`src/hw/rtl/sha1_pkg.sv`:
```
package sha1_pkg;

    // working variables of the compression
    typedef struct packed {
        logic [31:0] a;
        logic [31:0] b;
        logic [31:0] c;
        logic [31:0] d;
        logic [31:0] e;
    } t_work;

    // initial chaining words
    localparam logic [31:0] H_INIT0 = 32'h67452301;
    localparam logic [31:0] H_INIT1 = 32'hEFCDAB89;
    localparam logic [31:0] H_INIT2 = 32'h98BADCFE;
    localparam logic [31:0] H_INIT3 = 32'h10325476;
    localparam logic [31:0] H_INIT4 = 32'hC3D2E1F0;

    // round constants, one per group of twenty rounds
    localparam logic [31:0] K_ROUND0 = 32'h5A827999;
    localparam logic [31:0] K_ROUND1 = 32'h6ED9EBA1;
    localparam logic [31:0] K_ROUND2 = 32'h8F1BBCDC;
    localparam logic [31:0] K_ROUND3 = 32'hCA62C1D6;

    localparam int          ROUNDS     = 80;
    localparam int          RND_W      = 7;
    localparam int          GROUP_LEN  = 20;
    localparam int          LEN_POS    = 56;
    localparam logic [7:0]  PAD_MARK   = 8'h80;

endpackage

```
`src/hw/rtl/sha1_round.sv`:
```
module sha1_round (
    input  sha1_pkg::t_work                i_work,
    input  logic [31:0]                    i_w,
    input  logic [sha1_pkg::RND_W-1:0]     i_rnd,
    output sha1_pkg::t_work                o_work
);

    logic [31:0] f;
    logic [31:0] k;
    logic [31:0] rot_a;
    logic [31:0] temp;

    // boolean function and constant by round group
    always_comb begin
        if (i_rnd < sha1_pkg::RND_W'(sha1_pkg::GROUP_LEN)) begin
            f = (i_work.b & i_work.c) | (~i_work.b & i_work.d);
            k = sha1_pkg::K_ROUND0;
        end else if (i_rnd < sha1_pkg::RND_W'(2 * sha1_pkg::GROUP_LEN)) begin
            f = i_work.b ^ i_work.c ^ i_work.d;
            k = sha1_pkg::K_ROUND1;
        end else if (i_rnd < sha1_pkg::RND_W'(3 * sha1_pkg::GROUP_LEN)) begin
            f = (i_work.b & i_work.c) | (i_work.b & i_work.d) | (i_work.c & i_work.d);
            k = sha1_pkg::K_ROUND2;
        end else begin
            f = i_work.b ^ i_work.c ^ i_work.d;
            k = sha1_pkg::K_ROUND3;
        end
    end

    // one round step
    assign rot_a = {i_work.a[26:0], i_work.a[31:27]};
    assign temp  = rot_a + f + i_work.e + i_w + k;

    always_comb begin
        o_work.a = temp;
        o_work.b = i_work.a;
        o_work.c = {i_work.b[1:0], i_work.b[31:2]};
        o_work.d = i_work.c;
        o_work.e = i_work.d;
    end

endmodule

```
`src/hw/rtl/sha1_hash_engine.sv`:
```
// SHA-1 hash engine.
// Input stream: each word carries one request. s_axis_tuser is the request
// kind (0 absorb the byte in s_axis_tdata, 1 finish the message). Absorbed
// bytes are collected into a 64-byte block; a finish pads the message and
// returns the digest.
// Output stream: five words, H0 first, m_axis_tlast on H4. m_axis_tuser
// gives the word index and the sticky length overflow flag.
// Sequence: an absorb is taken while idle; the byte that completes a block
// starts the 80 rounds on the single shared round unit, then the chaining
// add. A finish shifts in the padding one byte per cycle (up to 64 bytes,
// or up to 72 when a second block is needed), runs one or two compressions
// and then presents the digest words, one per accepted output word.
// s_axis_tready is high only while the engine waits for a request.
// The digest waits as long as the receiver stalls; nothing new is taken.
// After the fifth word the engine is back in its initial state.
// Synchronous active-low reset loads the initial hash values and clears
// the byte position, bit count and overflow flag.
module sha1_hash_engine (
    input  logic        i_clk,
    input  logic        i_rst_n,
    input  logic        s_axis_tvalid,
    output logic        s_axis_tready,
    input  logic [7:0]  s_axis_tdata,   // [7:0] data_byte
    input  logic        s_axis_tuser,   // [0] req_type
    output logic        m_axis_tvalid,
    input  logic        m_axis_tready,
    output logic [31:0] m_axis_tdata,   // [31:0] digest_word
    output logic [3:0]  m_axis_tuser,   // [2:0] word_index, [3] length_overflow
    output logic        m_axis_tlast    // last_word
);

    localparam logic [2:0] ST_IDLE  = 3'd0;
    localparam logic [2:0] ST_PAD   = 3'd1;
    localparam logic [2:0] ST_ROUND = 3'd2;
    localparam logic [2:0] ST_FOLD  = 3'd3;
    localparam logic [2:0] ST_EMIT  = 3'd4;

    localparam logic REQ_ABSORB = 1'b0;
    localparam logic REQ_FINISH = 1'b1;

    localparam logic [2:0] LAST_IDX = 3'd4;

    logic [2:0]                      r_state;
    logic [511:0]                    r_buf;
    logic [5:0]                      r_pos;
    logic [63:0]                     r_len;
    logic                            r_ovf;
    logic                            r_fin;
    logic                            r_mark;
    logic                            r_len_ok;
    logic [sha1_pkg::RND_W-1:0]      r_rnd;
    sha1_pkg::t_work                 r_work;
    logic [31:0]                     r_chain [5];
    logic [2:0]                      r_widx;

    sha1_pkg::t_work                 round_out;
    sha1_pkg::t_work                 chain_work;
    logic [31:0]                     sched_w;
    logic [64:0]                     len_sum;
    logic [63:0]                     len_sh;
    logic [7:0]                      pad_byte;
    logic                            in_acc;
    logic                            out_acc;

    assign s_axis_tready = (r_state == ST_IDLE);
    assign in_acc        = s_axis_tvalid && s_axis_tready;
    assign m_axis_tvalid = (r_state == ST_EMIT);
    assign out_acc       = m_axis_tvalid && m_axis_tready;

    // digest word output
    assign m_axis_tdata = r_chain[r_widx];
    assign m_axis_tuser = {r_ovf, r_widx};
    assign m_axis_tlast = (r_widx == LAST_IDX);

    // shared round unit
    sha1_round u_round (
        .i_work (r_work),
        .i_w    (r_buf[511:480]),
        .i_rnd  (r_rnd),
        .o_work (round_out)
    );

    // message schedule: next word from the 16-word window
    always_comb begin
        logic [31:0] x;
        x       = r_buf[511:480] ^ r_buf[447:416] ^ r_buf[255:224] ^ r_buf[95:64];
        sched_w = {x[30:0], x[31]};
    end

    // bit count with carry out
    assign len_sum = {1'b0, r_len} + 65'd8;

    // padding byte: marker, zeros or big-endian length
    assign len_sh = r_len >> {~r_pos[2:0], 3'b000};
    always_comb begin
        if (!r_mark) begin
            pad_byte = sha1_pkg::PAD_MARK;
        end else if (r_len_ok && (r_pos >= 6'(sha1_pkg::LEN_POS))) begin
            pad_byte = len_sh[7:0];
        end else begin
            pad_byte = 8'h00;
        end
    end

    // current chaining words as working variables
    always_comb begin
        chain_work.a = r_chain[0];
        chain_work.b = r_chain[1];
        chain_work.c = r_chain[2];
        chain_work.d = r_chain[3];
        chain_work.e = r_chain[4];
    end

    // sequencer
    always_ff @(posedge i_clk) begin
        if (!i_rst_n) begin
            r_state    <= ST_IDLE;
            r_pos      <= '0;
            r_len      <= '0;
            r_ovf      <= 1'b0;
            r_fin      <= 1'b0;
            r_mark     <= 1'b0;
            r_len_ok   <= 1'b0;
            r_rnd      <= '0;
            r_widx     <= '0;
            r_chain[0] <= sha1_pkg::H_INIT0;
            r_chain[1] <= sha1_pkg::H_INIT1;
            r_chain[2] <= sha1_pkg::H_INIT2;
            r_chain[3] <= sha1_pkg::H_INIT3;
            r_chain[4] <= sha1_pkg::H_INIT4;
        end else begin
            case (r_state)
                ST_IDLE: begin
                    if (in_acc) begin
                        if (s_axis_tuser == REQ_ABSORB) begin
                            r_buf <= {r_buf[503:0], s_axis_tdata};
                            r_pos <= r_pos + 6'd1;
                            r_len <= len_sum[63:0];
                            if (len_sum[64]) begin
                                r_ovf <= 1'b1;
                            end
                            if (r_pos == 6'd63) begin
                                r_work  <= chain_work;
                                r_rnd   <= '0;
                                r_state <= ST_ROUND;
                            end
                        end else if (s_axis_tuser == REQ_FINISH) begin
                            r_fin   <= 1'b1;
                            r_mark  <= 1'b0;
                            r_state <= ST_PAD;
                        end
                    end
                end
                ST_PAD: begin
                    r_buf <= {r_buf[503:0], pad_byte};
                    r_pos <= r_pos + 6'd1;
                    if (!r_mark) begin
                        r_mark   <= 1'b1;
                        r_len_ok <= (r_pos < 6'(sha1_pkg::LEN_POS));
                    end
                    if (r_pos == 6'd63) begin
                        r_work  <= chain_work;
                        r_rnd   <= '0;
                        r_state <= ST_ROUND;
                    end
                end
                ST_ROUND: begin
                    r_work <= round_out;
                    r_buf  <= {r_buf[479:0], sched_w};
                    r_rnd  <= r_rnd + 1'b1;
                    if (r_rnd == sha1_pkg::RND_W'(sha1_pkg::ROUNDS - 1)) begin
                        r_state <= ST_FOLD;
                    end
                end
                ST_FOLD: begin
                    r_chain[0] <= r_chain[0] + r_work.a;
                    r_chain[1] <= r_chain[1] + r_work.b;
                    r_chain[2] <= r_chain[2] + r_work.c;
                    r_chain[3] <= r_chain[3] + r_work.d;
                    r_chain[4] <= r_chain[4] + r_work.e;
                    if (!r_fin) begin
                        r_state <= ST_IDLE;
                    end else if (r_len_ok) begin
                        r_widx  <= '0;
                        r_state <= ST_EMIT;
                    end else begin
                        // length did not fit, pad a second block
                        r_len_ok <= 1'b1;
                        r_state  <= ST_PAD;
                    end
                end
                ST_EMIT: begin
                    if (out_acc) begin
                        if (r_widx == LAST_IDX) begin
                            // back to the initial state for a new message
                            r_chain[0] <= sha1_pkg::H_INIT0;
                            r_chain[1] <= sha1_pkg::H_INIT1;
                            r_chain[2] <= sha1_pkg::H_INIT2;
                            r_chain[3] <= sha1_pkg::H_INIT3;
                            r_chain[4] <= sha1_pkg::H_INIT4;
                            r_pos      <= '0;
                            r_len      <= '0;
                            r_ovf      <= 1'b0;
                            r_fin      <= 1'b0;
                            r_len_ok   <= 1'b0;
                            r_widx     <= '0;
                            r_state    <= ST_IDLE;
                        end else begin
                            r_widx <= r_widx + 3'd1;
                        end
                    end
                end
                default: begin
                    r_state <= ST_IDLE;
                end
            endcase
        end
    end

endmodule
```
`config.mk`:
```
export PLATFORM = sky130hd
export DESIGN_NAME = sha1_hash_engine
export DESIGN_NICKNAME = d
export VERILOG_FILES = /design/src/hw/rtl/sha1_pkg.sv /design/src/hw/rtl/sha1_round.sv /design/src/hw/rtl/sha1_hash_engine.sv
export SDC_FILE = /design/constraint.sdc
export NUM_CORES = 2
export LEC_CHECK = 0
export BUFFER_PORTS_ARGS = -buffer_cell sky130_fd_sc_hd__buf_4
export CAP_MARGIN = 40
export CORE_MARGIN = 2
export CORE_UTILIZATION = 45
export CTS_BUF_LIST = sky130_fd_sc_hd__clkbuf_16
export DETAILED_ROUTE_END_ITERATION = 8
export PLACE_DENSITY = 0.7
export SYNTH_ARGS = -nofsm -noshare
export SYNTH_HDL_FRONTEND = slang
export SYNTH_HIERARCHICAL = 1
export SYNTH_SLANG_ARGS = --single-unit
```
`constraint.sdc`:
```
create_clock -name i_clk -period 73.5 [get_ports i_clk]
set_input_delay 11.025 -clock i_clk [delete_from_list [all_inputs] [get_ports i_clk]]
set_output_delay 11.025 -clock i_clk [all_outputs]
set_load 0.02 [all_outputs]
```
==> results.md <==
* Status: complete, no violations
* CTS tree: built
* Most frequent CP cell: buf_4
* FFs w/ async S/R, synth at 0%
* Core footprint at 120000 um^2
* Main synth FF type: edfxtp_1
* FF+latch count, synth at 919
* Instance count on the critical path at 10
* Number of I/O pins at 52
* Vias per cell at 5.54
* Crit-path max FO at 68
* Critical Path AT at 14.66 ns
* Leak Pwr at 0.0232 uW
* Synth Warn # at 6
* Layout Cells excl Fill at 7210
* Die area at 124000 um^2
* H-tree depth at 3
* Critical path class: input pin to register
* Avg WL per Cell at 19.2 um
* Critical-path top delay cell: buf_4
* Gr usage total at 22.0%
* Critical path endpoint category: register
* RSZ-0062 raised after global routing: false
* Total Power at 1120 uW
* Die span in x at 352 um
* 1st-iter DRT viols at 4366
* Post-route minimum period at 14.31 ns
* Maximum VDD drop at 18.5 uV
* Row Count at 127
* DRT antenna net count at 0
* CP peak stage delay at 0.75 ns
* Worst Setup SP: s_axis_tvalid
* Share of cells above drive strength 1 at 6.74%
* Fin crit share at 19.5%
* Hold Crit Class: register to register
* CTS resizes at 0
* R2r setup slk at 66.98 ns
* Clock slew at reported path FFs at 0.06 ns
* GRT Residual Overflow at 0
* Worst path bufs/invs at 7
* Area leader, netlist: edfxtp_1
* Worst slew margin at 21.2%
* Initial Util at 45.4%
* Longest Clk Path Bufs at 3
* DIE HEIGHT at 352 um
* Reg2reg start: r_rnd[4]
* Placement Cell Area at 55800 um^2
* Largest net degree at the start of global routing at 227
* Root Driver: clkbuf_16
* DRC at 0
* Cell Pwr Density at 19.1 nW/um^2
* Final WL at 138000 um
* Synth Instances at 5674
* Distinct cells, synth at 93
* FF-to-FF path depth at 22
* Post-Place Cells at 7023
* Area Growth Syn to Fin at 8.10%
* Vias in the first global route at 37800
* CTS Hold Bufs at 0
* Post-synth EDFFs at 832
* TritonCTS Buffers at 98
* Post-DP HPWL at 97000 um
* Worst Tran Pin Value at 1.18 ns
* Synthesized area at 54500 um^2
* Design Area, Final at 58900 um^2
* Mapped Nets at 6011
* CP Cell Sequence: buf_4, nor2b_1, o21ai_0, nor2_4, buf_4, buf_4, buf_16, buf_4, buf_4, buf_16
* Clock sink count at 919
* Seq/Total Area, Yosys at 49.0%
* Hold path startpoint: r_ovf
* First-pass detailed-route iteration total at 6
* Vias at 39900
* Max frequency at 0.0699 GHz
* Number of port buffers at 51
* Final hold violation count at 0
* Final TNS setup at 0 ns
* Family with the most delay on the worst path: buffers and inverters
* Mapped Avg Cell Area at 9.61 um^2
* Max-slew violation count at 0
* CP required at 73.86 ns
* GP Congestion at 0.946
* First-pass GRT wire length at 217000 um
* Worst Hold Depth at 2
* Reg2Reg Capture Point: r_work[158]
* Post-CTS setup buffers at 0
* Startpoint types: input pin
* Final setup viols at 0
* Worst hold endpoint: r_ovf
* Number of max-cap violations at 0
* Layout net count at 5850
* Setup Skew at 0.0475 ns
* Synth top area share at 45.8%
* Top cells by area, synth: edfxtp_1, nand2_1, fa_1, ha_1, dfxtp_1
* Worst-skew pair later-pin latency at 0.70 ns
* Initial antenna violation count at 3
cell usage after synthesis, types with 8 or more instances:
master and count:
a211oi_1 22, a21o_1 112, a21oi_1 179, a221o_1 14
a221oi_1 10, a22oi_1 8, a31oi_1 22, and2_1 21
and3_1 49, buf_1 11, buf_4 132, clkbuf_1 221
dfxtp_1 87, edfxtp_1 832, fa_1 125, ha_1 199
inv_1 215, mux2_2 32, mux2i_1 43, mux4_2 45
nand2_1 2152, nand2b_1 20, nand3_1 62, nand3b_1 11
nand4_1 45, nor2_1 243, nor2b_1 17, nor3_1 43
o211ai_1 12, o21a_1 32, o21ai_0 145, o21bai_1 21
o221a_2 8, o31ai_1 11, or3_1 34, xnor2_1 194
xor2_1 108
cell families (layout without fill, tap and decap cells):
| kind of cell | count (synthesis) | count (layout) | share of synthesized area, % |
|---|---|---|---|
| simple gates | 2740 | 2740 | 20.4 |
| flops | 919 | 919 | 49.0 |
| compound gates | 681 | 681 | 8.21 |
| buf+inv | 586 | 509 | 4.95 |
| fa+ha+maj | 324 | 324 | 9.16 |
| xor+xnor | 304 | 304 | 4.91 |
| mux | 120 | 120 | 3.31 |
| other cells | 0 | 1 | 0 |
metal layers:
metal | part of all wire (%) | global-route usage (%)
met5 | 0.0094 | 0
met3 | 8.0 | 3.58
met1 | 42 | 30.8
met2 | 46 | 34.8
met4 | 3.4 | 7.17
flip-flops by register name, indices dropped and copies added, names as in the netlist, 3 cells and up, named ones only:
signal,count
r_len,61
r_work,160
r_widx,3
r_pos,6
r_rnd,7
r_buf,512
r_chain,160
r_state,3
worst register-to-register path, cell delays in order (launching register included):
cell and delay, ns:
dfxtp_1 0.44, and3_1 0.27, nor3_4 0.06, buf_4 0.30, nor2_4 0.51, buf_4 0.36
inv_2 0.32, o221a_2 0.39, fa_1 0.54, inv_1 0.05, fa_1 0.50, inv_1 0.04
ha_1 0.38, nand4_1 0.14, nor3_1 0.38, o2111ai_1 0.23, nand3b_1 0.29, o211ai_2 0.14
a31oi_1 0.44, a311oi_1 0.21, xnor2_1 0.17, nand2_1 0.07, nand2_1 0.05
through the flow:
stage / setup slack (ns) / utilization [%] / hold slack, ns
6_report: 59.19 / 49.1 / 0.491
3_3_place_gp: 58.04 / 46.1 / 0.468
2_1_floorplan: 39.58 / - / 0.438
3_5_place_dp: 58.48 / 46.5 / 0.476
4_1_cts: 59.23 / 49.1 / 0.490
5_1_grt: 58.92 / 49.1 / 0.515
final cells by class:
cell class,instances,area [um^2]
tap,1612,2020
clock inverter,86,644
antenna,1,2.50
sequential,919,26700
multi-input combinational,4169,25200
clock buffer,98,2450
inverter,219,822
timing repair buffer,106,1090
fill,10900,61200
cell usage in the layout (no fill, tap or decap), drive strengths merged, types with 112 or more instances in the layout:
cell / count
a21o: 112
nand2: 2152
nor2: 244
inv: 247
ha: 199
o21ai: 152
a21oi: 179
xnor2: 195
edfxtp: 832
fa: 125
where the power goes:
| part | total (uW) | internal (uW) | switching, uW |
|---|---|---|---|
| sequential | 592 | 583 | 9.63 |
| combinational | 49.4 | 18.3 | 31.1 |
| clock | 482 | 263 | 220 |
worst max path at each step:
stage	slack, ns	to
global placement	58.04	r_buf[134]
floorplan	39.58	r_buf[0]
finish	59.19	r_buf[333]
CTS	59.23	r_buf[46]
detailed placement	58.48	r_buf[142]
global route	58.92	r_buf[381]
(Power assumes the default switching activity.)
